File: src/design/tns_pkg.sv
// ----------------------------------------------------------------------------
// tns_pkg
// Shared types and constants of the nearest-neighbour texture sampler.
// ----------------------------------------------------------------------------
package tns_pkg;

   // Widths fixed by the item fields and configuration registers.
   localparam int unsigned COORD_W = 32;
   localparam int unsigned EXT_W   = 13;
   localparam int unsigned TEXEL_W = 32;
   localparam int unsigned WIDX_W  = 16;
   localparam int unsigned CSR_W   = 1;
   // A texel address row * width + column fits in 2 * EXT_W + 1 bits.
   localparam int unsigned IDX_W   = 2 * EXT_W + 1;
   // Normalized coordinate after repeat or clamp: 0 .. 1.0 in Q1.16.
   localparam int unsigned QN_W    = 17;
   localparam int unsigned PROD_W  = QN_W + EXT_W;

   // Request actions.
   typedef enum logic [1:0] {
      ACT_WRITE  = 2'd0,
      ACT_FETCH  = 2'd1,
      ACT_SAMPLE = 2'd2,
      ACT_NONE   = 2'd3
   } action_type;

   // Configuration register indexes.
   typedef enum logic [CSR_W-1:0] {
      REG_TEX_WIDTH  = 1'd0,
      REG_TEX_HEIGHT = 1'd1
   } csr_index_type;

   // Operation of a coordinate unit.
   typedef enum logic [1:0] {
      OP_CLAMP  = 2'd0,
      OP_REPEAT = 2'd1,
      OP_SAMPLE = 2'd2
   } crd_op_type;

   // Coordinate unit states.
   typedef enum logic [1:0] {
      CRD_IDLE   = 2'd0,
      CRD_DIV    = 2'd1,
      CRD_FINISH = 2'd2
   } crd_state_type;

   // Sampler sequencer states.
   typedef enum logic [2:0] {
      ST_IDLE  = 3'd0,
      ST_COORD = 3'd1,
      ST_MUL   = 3'd2,
      ST_ADD   = 3'd3,
      ST_READ  = 3'd4
   } smp_state_type;

   // Command to a coordinate unit. For a sample, wrap selects the fraction
   // (repeat) rather than the clamp to 0 .. 1.0.
   typedef struct packed {
      logic                      start;
      crd_op_type                op;
      logic                      wrap;
      logic signed [COORD_W-1:0] coord;
   } crd_cmd_type;

   // Status back from a coordinate unit.
   typedef struct packed {
      logic             done;
      logic [EXT_W-1:0] value;
   } crd_sts_type;

endpackage

File: src/design/tns_coord.sv
// ----------------------------------------------------------------------------
// tns_coord
// Maps one coordinate onto a texel column or row: clamp to edge, true
// non-negative modulo of the extent (bit-serial remainder), or scaling of a
// Q16.16 normalized coordinate by the extent.
// ----------------------------------------------------------------------------
module tns_coord (
   input  logic                       clock,
   input  logic                       reset,
   input  tns_pkg::crd_cmd_type       cmd,
   input  logic [tns_pkg::EXT_W-1:0]  extent,
   output tns_pkg::crd_sts_type       sts
);
   import tns_pkg::*;

   crd_state_type        state_ff, state_in;
   crd_op_type           op_ff, op_in;
   logic [COORD_W-1:0]   mag_ff, mag_in;
   logic                 neg_ff, neg_in;
   logic [EXT_W-1:0]     rem_ff, rem_in;
   logic [4:0]           cnt_ff, cnt_in;
   logic [PROD_W-1:0]    prod_ff, prod_in;
   logic [EXT_W-1:0]     value_ff, value_in;
   logic                 done_ff, done_in;

   logic [EXT_W:0]       shifted;
   logic [EXT_W:0]       ext_wide;
   logic [QN_W-1:0]      qn;
   logic [EXT_W-1:0]     clamped;
   logic [EXT_W:0]       scaled;

   assign ext_wide = {1'b0, extent};
   assign shifted  = {rem_ff, mag_ff[COORD_W-1]};
   assign scaled   = prod_ff[PROD_W-1:16];

   // Clamp of an integer coordinate to 0 .. extent-1.
   always_comb begin
      if (cmd.coord[COORD_W-1]) begin
         clamped = '0;
      end else if ((cmd.coord[COORD_W-2:EXT_W] != '0) || (cmd.coord[EXT_W-1:0] >= extent)) begin
         clamped = extent - EXT_W'(1);
      end else begin
         clamped = cmd.coord[EXT_W-1:0];
      end
   end

   // Normalized coordinate after repeat (fraction) or clamp to 0 .. 1.0.
   always_comb begin
      if (cmd.wrap) begin
         qn = {1'b0, cmd.coord[15:0]};
      end else if (cmd.coord[COORD_W-1]) begin
         qn = '0;
      end else if ((cmd.coord[COORD_W-2:QN_W] != '0) || (cmd.coord[QN_W-1:0] > 17'h10000)) begin
         qn = 17'h10000;
      end else begin
         qn = cmd.coord[QN_W-1:0];
      end
   end

   // State register.
   always_ff @(posedge clock) begin
      if (reset) begin
         state_ff <= CRD_IDLE;
         done_ff  <= 1'b0;
      end else begin
         state_ff <= state_in;
         done_ff  <= done_in;
      end
   end

   // Working registers.
   always_ff @(posedge clock) begin
      op_ff    <= op_in;
      mag_ff   <= mag_in;
      neg_ff   <= neg_in;
      rem_ff   <= rem_in;
      cnt_ff   <= cnt_in;
      prod_ff  <= prod_in;
      value_ff <= value_in;
   end

   // Next state and datapath control.
   always_comb begin
      state_in = state_ff;
      op_in    = op_ff;
      mag_in   = mag_ff;
      neg_in   = neg_ff;
      rem_in   = rem_ff;
      cnt_in   = cnt_ff;
      prod_in  = prod_ff;
      value_in = value_ff;
      done_in  = 1'b0;
      case (state_ff)
         CRD_IDLE: begin
            if (cmd.start) begin
               op_in = cmd.op;
               case (cmd.op)
                  OP_REPEAT: begin
                     // Divide the magnitude; the sign is put back at the end.
                     neg_in   = cmd.coord[COORD_W-1];
                     mag_in   = cmd.coord[COORD_W-1] ? COORD_W'(-cmd.coord)
                                                     : COORD_W'(cmd.coord);
                     rem_in   = '0;
                     cnt_in   = '1;
                     state_in = CRD_DIV;
                  end
                  OP_SAMPLE: begin
                     prod_in  = PROD_W'(qn) * PROD_W'(extent);
                     state_in = CRD_FINISH;
                  end
                  default: begin
                     rem_in   = clamped;
                     state_in = CRD_FINISH;
                  end
               endcase
            end
         end
         CRD_DIV: begin
            // One restoring remainder step per cycle, most significant bit first.
            if (shifted >= ext_wide) begin
               rem_in = EXT_W'(shifted - ext_wide);
            end else begin
               rem_in = shifted[EXT_W-1:0];
            end
            mag_in = {mag_ff[COORD_W-2:0], 1'b0};
            cnt_in = cnt_ff - 5'd1;
            if (cnt_ff == '0) begin
               state_in = CRD_FINISH;
            end
         end
         CRD_FINISH: begin
            case (op_ff)
               OP_REPEAT: begin
                  value_in = (neg_ff && (rem_ff != '0)) ? (extent - rem_ff) : rem_ff;
               end
               OP_SAMPLE: begin
                  value_in = (scaled >= ext_wide) ? (extent - EXT_W'(1))
                                                  : scaled[EXT_W-1:0];
               end
               default: begin
                  value_in = rem_ff;
               end
            endcase
            done_in  = 1'b1;
            state_in = CRD_IDLE;
         end
         default: begin
            state_in = CRD_IDLE;
         end
      endcase
   end

   assign sts.done  = done_ff;
   assign sts.value = value_ff;

endmodule

File: config.mk
export PLATFORM = sky130hd
export DESIGN_NAME = tns_coord
export DESIGN_NICKNAME = d
export VERILOG_FILES = /design/src/design/tns_pkg.sv /design/src/design/tns_coord.sv
export SDC_FILE = /design/constraint.sdc
export NUM_CORES = 1
export LEC_CHECK = 0
export BUFFER_PORTS_ARGS = -buffer_cell sky130_fd_sc_hd__buf_2
export CORE_ASPECT_RATIO = 1.25
export CORE_MARGIN = 8
export CORE_UTILIZATION = 50
export DETAILED_ROUTE_END_ITERATION = 16
export GPL_ROUTABILITY_DRIVEN = 0
export PLACE_DENSITY = 0.67
export REMOVE_ABC_BUFFERS = 1
export SYNTH_ARGS = -nofsm -noshare
export SYNTH_HDL_FRONTEND = slang
export SYNTH_SLANG_ARGS = --single-unit
File: constraint.sdc
create_clock -name clock -period 15 [get_ports clock]
set_input_delay 0 -clock clock [delete_from_list [all_inputs] [get_ports clock]]
set_output_delay 0 -clock clock [all_outputs]
set_load 0.02 [all_outputs]
==> impl_metrics.py, run 1 <==
metrics = {
    "final_layout": {
        "final_core_util_pct": 53.67,
        "layout-drive-gt1-share_pct": 7.469,
        "fin_nets": 1853,
        "synthToLayoutAreaGrowth_pct": 6.364,
    },
    "yosys": {
        "syn_inst": 1499,
        "synth_top_cell_area_share_pct": 24.79,
        "ys_seq_elements": 83,
        "synth.area.top_cells": "fa_1 25%, edfxtp_1 18%, ha_1 12%",
        "synth-seq-area-share_pct": 18.37,
        "ys_warn_count": 0,
        "synthMostInstantiatedCell": "inv_1",
        "synth_flop_cell": "edfxtp_1",
        "netlist_top_cells_count": "231 x inv_1, 212 x nand2_1, 166 x fa_1",
        "netlist_area_um2": 13410,
        "syn_avg_cell_area_um2": 8.945,
        "netlist-cell-type-count": 73,
        "synth_top_cell_by_area": "fa_1",
        "synth-edff-count": 80,
        "synthArstFlopShare_pct": 0,
    },
    "placed_design": {
        "hpwlAfterDp_mm": 29.69,
        "place_ws_ns": 5.955,
        "port_buffers": 64,
    },
    "power": {
        "swShare_pct": 45.30,
        "comb_power_share_pct": 60.2,
        "p_leak_nw": 6.762,
        "powerDensity_nw_per_um2": 93.27,
        "fin_total_pwr_mw": 1.330,
        "p_seq_share_pct": 23.6,
        "p_sw_uw": 602.6,
        "power.internal_uw": 727.5,
        "peakVddDrop_mv": 0.06088,
        "clkPwrFrac_pct": 16.2,
    },
    "hold_path": {
        "hp-class": "in -> reg",
        "hp-start": "cmd[24]",
    },
    "critical_path": {
        "cp_data_arrival_time_ns": 8.94,
        "criticalPathCategory": "in -> reg",
        "cp-start-kind": "input port",
        "cp_common_cell": "fa_1",
        "crit_required_ns": 15.10,
        "crit_start": "cmd[2]",
        "crit_path_max_fanout": 89,
        "slowest_delay_ns": 0.83,
        "crit_path_end_kind": "register",
        "crit_slowest_cell": "o41ai_1",
        "reg2reg_from": "mag_ff[31]",
    },
    "sta": {
        "fin_ws_ns": 6.163,
        "clock.fmax_ghz": 0.1132,
        "worstMarginPinSlew_ns": 1.134,
        "setup_violations": 0,
        "final.setup.tns_ns": 0,
        "hold_viol_final": 0,
        "min_period_ns": 8.837,
        "timing.max_slew.rel_slack_pct": 24.10,
        "finClkSkew_ns": 0.01030,
        "rsz0062_at_grt": "no",
        "period_share_pct": 58.91,
        "maxSlewViolCount": 0,
    },
    "cts": {
        "clk_latency_ns": 0.36,
        "cts_buffer_depth": 2,
        "numCtsBuffers": 9,
        "cts-hold-fix-buffers": 4,
        "post_cts_buffers": 0,
        "htree_levels": 3,
        "ctsResizeCount": 0,
        "cts.sinks": 83,
        "cts-root-buf": "clkbuf_16",
        "clkTransAtPathRegs_ns": 0.07,
        "cts_tree": "built",
    },
    "global_routing": {
        "grt_pass1_wl_mm": 60.29,
        "track_usage_pct": 23.90,
        "grt_max_degree": 90,
        "antenna_found_initial": 0,
        "first_global_vias": 11270,
        "grt_overflow": 0,
    },
    "routing": {
        "drt-vias-per-instance": 5.851,
        "firstDrtPassIters": 7,
        "routedWlPerCell_um": 20.34,
        "via_count": 10880,
        "drc_errors": 0,
        "ant_nets": 0,
        "drt_iter0_drc": 860,
        "routed_wl_mm": 37.81,
    },
    "floorplan": {
        "io_pins": 65,
        "coreArea_um2": 26570,
        "die_height_um": 199.1,
        "die_w_um": 162.5,
        "rows": 67,
        "initial_core_util_pct": 50.45,
        "dieArea_um2": 32340,
    },
    "job": {
        "cap_viol_max_count": 0,
    },
    "run_status": {
        "status": "completed",
    },
}
-- layout make-up --
class	count	area, µm²
Antenna cell	1	2.502
Clock buffer	10	229.0
Clock inverter	6	46.29
Fill cell	2460	12310
Inverter	235	882.1
Multi-Input combinational cell	1103	9787
Sequential cell	83	2462
Tap cell	345	431.7
Timing Repair Buffer	76	420.4
-- metal layers --
| layer | global-route usage (%) | part of all wire [%] | up-vias |
|---|---|---|---|
| met5 | 0 | 0 | - |
| li1 | - | - | 5030 |
| met2 | 42.02 | 50 | 416 |
| met3 | 2.659 | 6.5 | 82 |
| met4 | 10.37 | 4.0 | 0 |
| met1 | 29.19 | 39 | 5349 |
-- power groups by stage --
| stage | clock network, mW | registers [mW] | logic (mW) |
|---|---|---|---|
| after floorplan | 0 | 0.316 | 0.574 |
| after global placement | 0 | 0.318 | 0.773 |
| after detailed placement | 0 | 0.318 | 0.793 |
| after CTS | 0.217 | 0.313 | 0.800 |
| after global routing | 0.225 | 0.316 | 0.903 |
| final | 0.215 | 0.314 | 0.801 |
-- final timing paths --
path,end,slack (ns),cells after the start
worst max register to register,rem_ff[4],11.70,11
worst max-delay path,prod_ff[26],6.16,26
worst min-delay path,mag_ff[24],0.04,3
worst min register to register,mag_ff[5],0.52,2
-- through the flow --
| step | cell area (µm²) | cells | hold slack (ns) |
|---|---|---|---|
| detailed placement | 13940 | 1838 | 0.2030 |
| finish | 14260 | 1859 | 0.04278 |
| floorplan | 13110 | 1421 | 0.07161 |
| global route | 14260 | 1858 | 0.07038 |
| CTS | 14260 | 1858 | 0.04830 |
| global placement | 13940 | 1838 | 0.1956 |
-- placed cells by master, fill, tap and decap left out, types with 6 or more instances in the layout --
cell type	count
a211oi_1	6
a21o_1	6
a21oi_1	39
and2_1	15
and3_1	81
buf_2	64
buf_4	8
clkbuf_16	9
edfxtp_1	80
fa_1	166
ha_1	128
inv_1	231
mux2i_1	38
nand2_1	212
nand2b_1	12
nand3_1	19
nand4_1	8
nor2_1	49
nor2b_1	13
nor3_1	40
nor4_1	13
o211ai_1	9
o21a_1	8
o21ai_0	56
o21ai_1	8
o221ai_1	9
o22ai_1	9
o31ai_1	13
or3_1	8
xnor2_1	30
xor2_1	38
-- kinds of logic after synthesis --
logic type / share of synthesized area (%)
XOR/XNOR: 4.442
AO/OA/AOI/OAI: 10.37
flip-flops: 18.37
multiplexers: 2.949
buffers and inverters: 8.809
adder cells (fa/ha/maj): 36.73
AND/OR/NAND/NOR: 18.34
-- sequential cells by signal, indices dropped and copies added (netlist names) --
name and flops:
done_ff 1, neg_ff 1, value_ff 13, op_ff 2, mag_ff 32, prod_ff 14, rem_ff 13, cnt_ff 5
state_ff 2
-- worst max-delay path, delay by kind of cell --
kind                     cells  cell delay (ns)
AND/OR/NAND/NOR              8             2.88
adder cells (fa/ha/maj)      7             3.22
buffers and inverters        5             0.88
AO/OA/AOI/OAI                6             1.91
Power figures use the tool's default switching activity.
==> run 2, diff against run 1 <==
- ABC_AREA: not set -> 1
- PLACE_DENSITY: 0.67 -> 0.7
- clock period: 15 -> 7.3 ns (I/O delays scaled with it)
==> run 2 against run 1 <==
Compared with the run above:
- sequential power up 110%
- clock skew up 0.0050 ns
- count of clock-buffer cells in the layout down 1
- sequential share of layout area down 0.92 points
- flip-flop and latch count unchanged
- total power up 130%
- critical path depth up 4
- synthesized cell count up 21%
- largest power group unchanged
==> impl_metrics.py, run 2 <==
metrics = {
    "yosys": {
        "synth-edff-count": 80,
        "synth_top_cell_by_area": "fa_1",
        "synthMostInstantiatedCell": "nand2_1",
        "synth_top_cell_area_share_pct": 23.82,
        "synth_flop_cell": "edfxtp_1",
        "ys_warn_count": 0,
        "syn_avg_cell_area_um2": 7.682,
        "ys_seq_elements": 83,
        "netlist_top_cells_count": "370 x nand2_1, 323 x inv_1, 209 x nor2_1",
        "synth.area.top_cells": "fa_1 24%, edfxtp_1 17%, ha_1 11%",
        "synth-seq-area-share_pct": 17.65,
        "synthArstFlopShare_pct": 0,
        "netlist-cell-type-count": 51,
        "syn_inst": 1816,
        "netlist_area_um2": 13950,
    },
    "cts": {
        "cts_tree": "built",
        "cts.sinks": 83,
        "clkTransAtPathRegs_ns": 0.08,
        "cts-root-buf": "clkbuf_16",
        "numCtsBuffers": 9,
        "htree_levels": 3,
        "clk_latency_ns": 0.36,
        "cts_buffer_depth": 2,
    },
    "final_layout": {
        "multi_input_area_um2": 10080,
        "final_core_util_pct": 54.65,
        "largest_register": "mag_ff",
        "largest_reg_flops": 32,
        "final_area_um2": 15060,
        "layout_commonest_cell": "nand2_1",
        "layout-drive-gt1-share_pct": 8.369,
        "num-fill-cells": 2604,
        "synthToLayoutAreaGrowth_pct": 7.991,
        "largest_registers": "mag_ff: 32 flops, prod_ff: 14 flops",
        "num_antenna_cells": 0,
        "most-common-layout-cells": "370 x nand2_1, 323 x inv_1, 208 x nor2_1, 166 x fa_1, 128 x ha_1",
        "fin_nets": 2216,
        "seqCellArea_um2": 2462,
        "stdcell_count": 2226,
    },
    "power": {
        "p_leak_nw": 7.367,
        "peakVddDrop_mv": 0.1421,
        "powerDensity_nw_per_um2": 206.8,
    },
    "sta": {
        "hold_viol_final": 0,
        "final.setup.tns_ns": 0,
        "min_period_ns": 6.906,
        "setup_violations": 0,
        "timing.max_slew.rel_slack_pct": 28.02,
        "finClkSkew_ns": 0.01528,
        "rsz0062_at_grt": "no",
        "clock.fmax_ghz": 0.1448,
        "period_share_pct": 94.60,
        "worstMarginPinSlew_ns": 1.076,
        "fin_ws_ns": 0.3941,
        "maxSlewViolCount": 0,
    },
    "hold_path": {
        "hp-start": "cmd[35]",
        "hp-class": "in -> reg",
    },
    "placed_design": {
        "place_ws_ns": 0.02651,
        "port_buffers": 64,
        "hpwlAfterDp_mm": 34.55,
        "placed_cells": 2205,
        "placed_area_um2": 14700,
    },
    "critical_path": {
        "crit_path_end_kind": "register",
        "crit_path_max_fanout": 14,
        "criticalPathCategory": "in -> reg",
        "cp_data_arrival_time_ns": 7.01,
        "crit_start": "cmd[0]",
        "crit_required_ns": 7.40,
        "crit_slowest_cell": "fa_1",
        "cp-start-kind": "input port",
        "reg2reg_from": "rem_ff[0]",
        "slowest_delay_ns": 0.56,
    },
    "routing": {
        "routed_wl_mm": 42.36,
        "routedWlPerCell_um": 19.03,
        "firstDrtPassIters": 6,
        "ant_nets": 0,
        "drc_errors": 0,
        "via_count": 12660,
        "drt_iter0_drc": 1016,
        "drt-vias-per-instance": 5.686,
    },
    "global_routing": {
        "grt_overflow": 0,
        "antenna_found_initial": 0,
        "grt_pass1_wl_mm": 68.45,
        "track_usage_pct": 26.03,
        "first_global_vias": 13170,
        "grt_max_degree": 61,
    },
    "floorplan": {
        "dieArea_um2": 33530,
        "io_pins": 65,
        "rows": 68,
        "die_w_um": 165.4,
        "initial_core_util_pct": 50.60,
        "die_height_um": 202.7,
        "coreArea_um2": 27570,
    },
    "job": {
        "cap_viol_max_count": 0,
    },
    "run_status": {
        "status": "completed",
    },
}
-- run 2: changes by cell type after synthesis, moves of 36 or more --
cell / change
nand3_1: +47
a21oi_1: +73
nor2_1: +159
mux2i_1: -38
nand2_1: +158
and3_1: -80
clkbuf_1: -36
inv_1: +92
-- run 2: power breakdown --
part / leakage, nW / switching (mW) / total, mW / internal (mW)
logic: 6.46 / 1.29 / 1.97 / 0.680
registers: 0.760 / 0.0369 / 0.653 / 0.616
clock network: 0.149 / 0.225 / 0.496 / 0.271
total: 7.37 / 1.55 / 3.11 / 1.57
-- run 2: final timing paths --
path	endpoint	slack [ns]	cells past startpoint
worst max register to register	value_ff[10]	4.33	13
worst min-delay path	state_ff[1]	0.009	3
worst min register to register	mag_ff[5]	0.53	2
worst max-delay path	prod_ff[22]	0.39	30
-- run 2: area by class of cell --
| type | count | share of cell area [%] |
|---|---|---|
| clock buffer | 9 | 1.495 |
| inverter | 333 | 8.297 |
| sequential | 83 | 16.35 |
| tap | 350 | 2.907 |
| clock inverter | 7 | 0.5316 |
| multi-input combinational | 1353 | 66.90 |
| timing repair buffer | 91 | 3.522 |
-- run 2: per-stage QoR --
stage,power [mW],hold WS [ns]
2_1_floorplan,2.031,0.06907
3_3_place_gp,2.547,0.1999
3_5_place_dp,2.573,0.2017
4_1_cts,3.087,0.003126
5_1_grt,3.403,0.02706
6_report,3.115,0.009216
-- run 2: cells by family after synthesis --
group | synth area share [%]
buf+inv | 10.35
simple gates | 22.79
fa+ha+maj | 35.30
xor+xnor | 3.830
compound gates | 10.07
flops | 17.65
-- run 2: what timing repair did --
item,4_1_cts,5_1_grt
gates resized for setup,0,4
hold endpoints to repair,5,0
setup endpoints to repair,0,5
buffers inserted,0,2
hold buffers,3,0
-- run 2: critical path: cells and delay by family --
kind	cells	cell delay, ns
simple gates	9	1.36
fa+ha+maj	8	3.41
xor+xnor	1	0.20
compound gates	4	1.14
buf+inv	8	0.87
-- run 2: layer usage --
layer / global-route usage, % / vias to the layer above / wire, µm
met4: 15.37 / 0 / 2886
li1: - / 5892 / -
met3: 4.802 / 197 / 3371
met1: 30.29 / 5948 / 15700
met5: 0 / - / 0
met2: 43.76 / 619 / 20410
==> run 3, diff against run 2 <==
- BUFFER_PORTS_ARGS: -buffer_cell sky130_fd_sc_hd__buf_2 -> -buffer_cell sky130_fd_sc_hd__buf_4
- RECOVER_POWER: not set -> 25
==> run 3 against run 2 <==
Compared with the run above:
- sequential power about the same
- final cell count decreased by 0.22%
- register-to-register slack improved by 0.05 ns
- critical endpoint unchanged
==> impl_metrics.py, run 3 (synthesis gave the netlist of run 2 again) <==
metrics = {
    "sta": {
        "final.setup.tns_ns": 0,
        "min_period_ns": 6.805,
        "timing.max_slew.rel_slack_pct": 20.11,
        "clock.fmax_ghz": 0.1470,
        "fin_ws_ns": 0.4953,
        "maxSlewViolCount": 0,
        "rsz0062_at_grt": "no",
        "setup_violations": 0,
        "finClkSkew_ns": 0.01051,
        "period_share_pct": 93.21,
        "holdWs_ns": 0.04896,
        "hold_viol_final": 0,
        "worstMarginPinSlew_ns": 1.198,
    },
    "power": {
        "p_leak_nw": 7.320,
        "peakVddDrop_mv": 0.1439,
        "powerDensity_nw_per_um2": 203.6,
        "fin_total_pwr_mw": 3.075,
    },
    "job": {
        "cap_viol_max_count": 0,
    },
    "final_layout": {
        "stdcell_count": 2221,
        "layout_commonest_cell": "nand2_1",
        "final_area_um2": 15100,
        "largest_reg_flops": 32,
        "largest_registers": "mag_ff: 32 flops, prod_ff: 14 flops",
        "fin_nets": 2211,
        "multi_input_area_um2": 10070,
        "num_antenna_cells": 0,
        "largest_register": "mag_ff",
        "num-fill-cells": 2638,
        "layout-drive-gt1-share_pct": 7.055,
        "synthToLayoutAreaGrowth_pct": 8.279,
        "most-common-layout-cells": "370 x nand2_1, 323 x inv_1, 207 x nor2_1, 166 x fa_1, 128 x ha_1",
        "seqCellArea_um2": 2462,
        "final_core_util_pct": 54.79,
    },
    "critical_path": {
        "r2r_end": "value_ff[10]",
        "crit_path_max_fanout": 14,
        "reg2reg_setup_slack_ns": 4.38,
        "criticalPathCategory": "in -> reg",
        "reg2regPathDepth": 13,
        "cp-start-kind": "input port",
        "crit_slowest_cell": "fa_1",
        "reg2reg_from": "rem_ff[0]",
        "cp_data_arrival_time_ns": 6.91,
        "crit_path_end_kind": "register",
        "cp_common_cell": "inv_1",
        "crit_start": "cmd[0]",
        "slowest_delay_ns": 0.54,
        "crit_required_ns": 7.40,
    },
    "floorplan": {
        "dieArea_um2": 33530,
        "io_pins": 65,
        "rows": 68,
        "coreArea_um2": 27570,
        "die_w_um": 165.4,
        "die_height_um": 202.7,
        "initial_core_util_pct": 50.60,
    },
    "placed_design": {
        "placed_cells": 2200,
        "placed_area_um2": 14820,
        "place_ws_ns": 0.05162,
        "hpwlAfterDp_mm": 33.80,
        "port_buffers": 64,
    },
    "global_routing": {
        "antenna_found_initial": 0,
        "grt_pass1_wl_mm": 67.85,
        "first_global_vias": 13090,
        "grt_max_degree": 61,
        "grt_overflow": 0,
        "track_usage_pct": 25.82,
    },
    "cts": {
        "numCtsBuffers": 9,
        "clkTransAtPathRegs_ns": 0.07,
        "cts_buffer_depth": 2,
        "cts-root-buf": "clkbuf_16",
        "htree_levels": 3,
        "clk_latency_ns": 0.36,
        "cts.sinks": 83,
        "cts_tree": "built",
    },
    "routing": {
        "routedWlPerCell_um": 18.74,
        "drt-vias-per-instance": 5.685,
        "routed_wl_mm": 41.61,
        "via_count": 12630,
        "ant_nets": 0,
        "drt_iter0_drc": 1177,
        "firstDrtPassIters": 5,
        "drc_errors": 0,
    },
    "run_status": {
        "status": "completed",
    },
    "hold_path": {
        "hp-class": "in -> reg",
        "hold_depth": 3,
        "hp-start": "cmd[13]",
        "min_to": "mag_ff[13]",
    },
}
==> run 3: changes by cell type in the layout (fill, tap and decap cells not counted), sizes merged <==
cell	previous run	this run
inv	333	334
bufinv	1	0
clkbuf	9	28
buf	88	62
clkinv	5	4
clkinvlp	1	2
dlygate4sd3	3	5
==> run 3: worst max path at each step <==
stage | end | slack [ns]
final | prod_ff[22] | 0.50
after global routing | prod_ff[23] | 0.009
after CTS | prod_ff[28] | 0.43
after detailed placement | prod_ff[28] | 0.05
after global placement | prod_ff[28] | 0.33
after floorplan | prod_ff[23] | 0.91
==> run 3: layout make-up <==
cell class,instances,share of cell area [%]
Multi-Input combinational cell,1353,66.68
Tap cell,350,2.899
Inverter,333,8.275
Clock buffer,9,1.491
Sequential cell,83,16.30
Clock inverter,7,0.4390
Timing Repair Buffer,86,3.910
==> run 3: critical path, delay by kind of cell <==
kind / cells / cell delay, ns
compound gates: 4 / 0.97
fa+ha+maj: 8 / 3.24
buf+inv: 9 / 0.96
xor+xnor: 1 / 0.19
simple gates: 9 / 1.51
==> run 3: what timing repair did <==
item,in CTS,in global routing
buffers inserted,0,0
endpoints found under the setup margin,0,3
hold buffers,5,0
gates resized for setup,0,3
hold endpoints to repair,5,0
==> run 3: report_power, final <==
group          internal, mW  leakage [nW]  switching [mW]
clock network         0.241         0.138           0.226
logic                 0.682          6.42            1.27
registers             0.616         0.760          0.0365
==> run 3: layer usage <==
layer,part of all wire [%],track usage (%)
met1,37,30.48
met2,48,43.14
met3,8.2,4.397
met4,6.4,15.37
met5,0,0
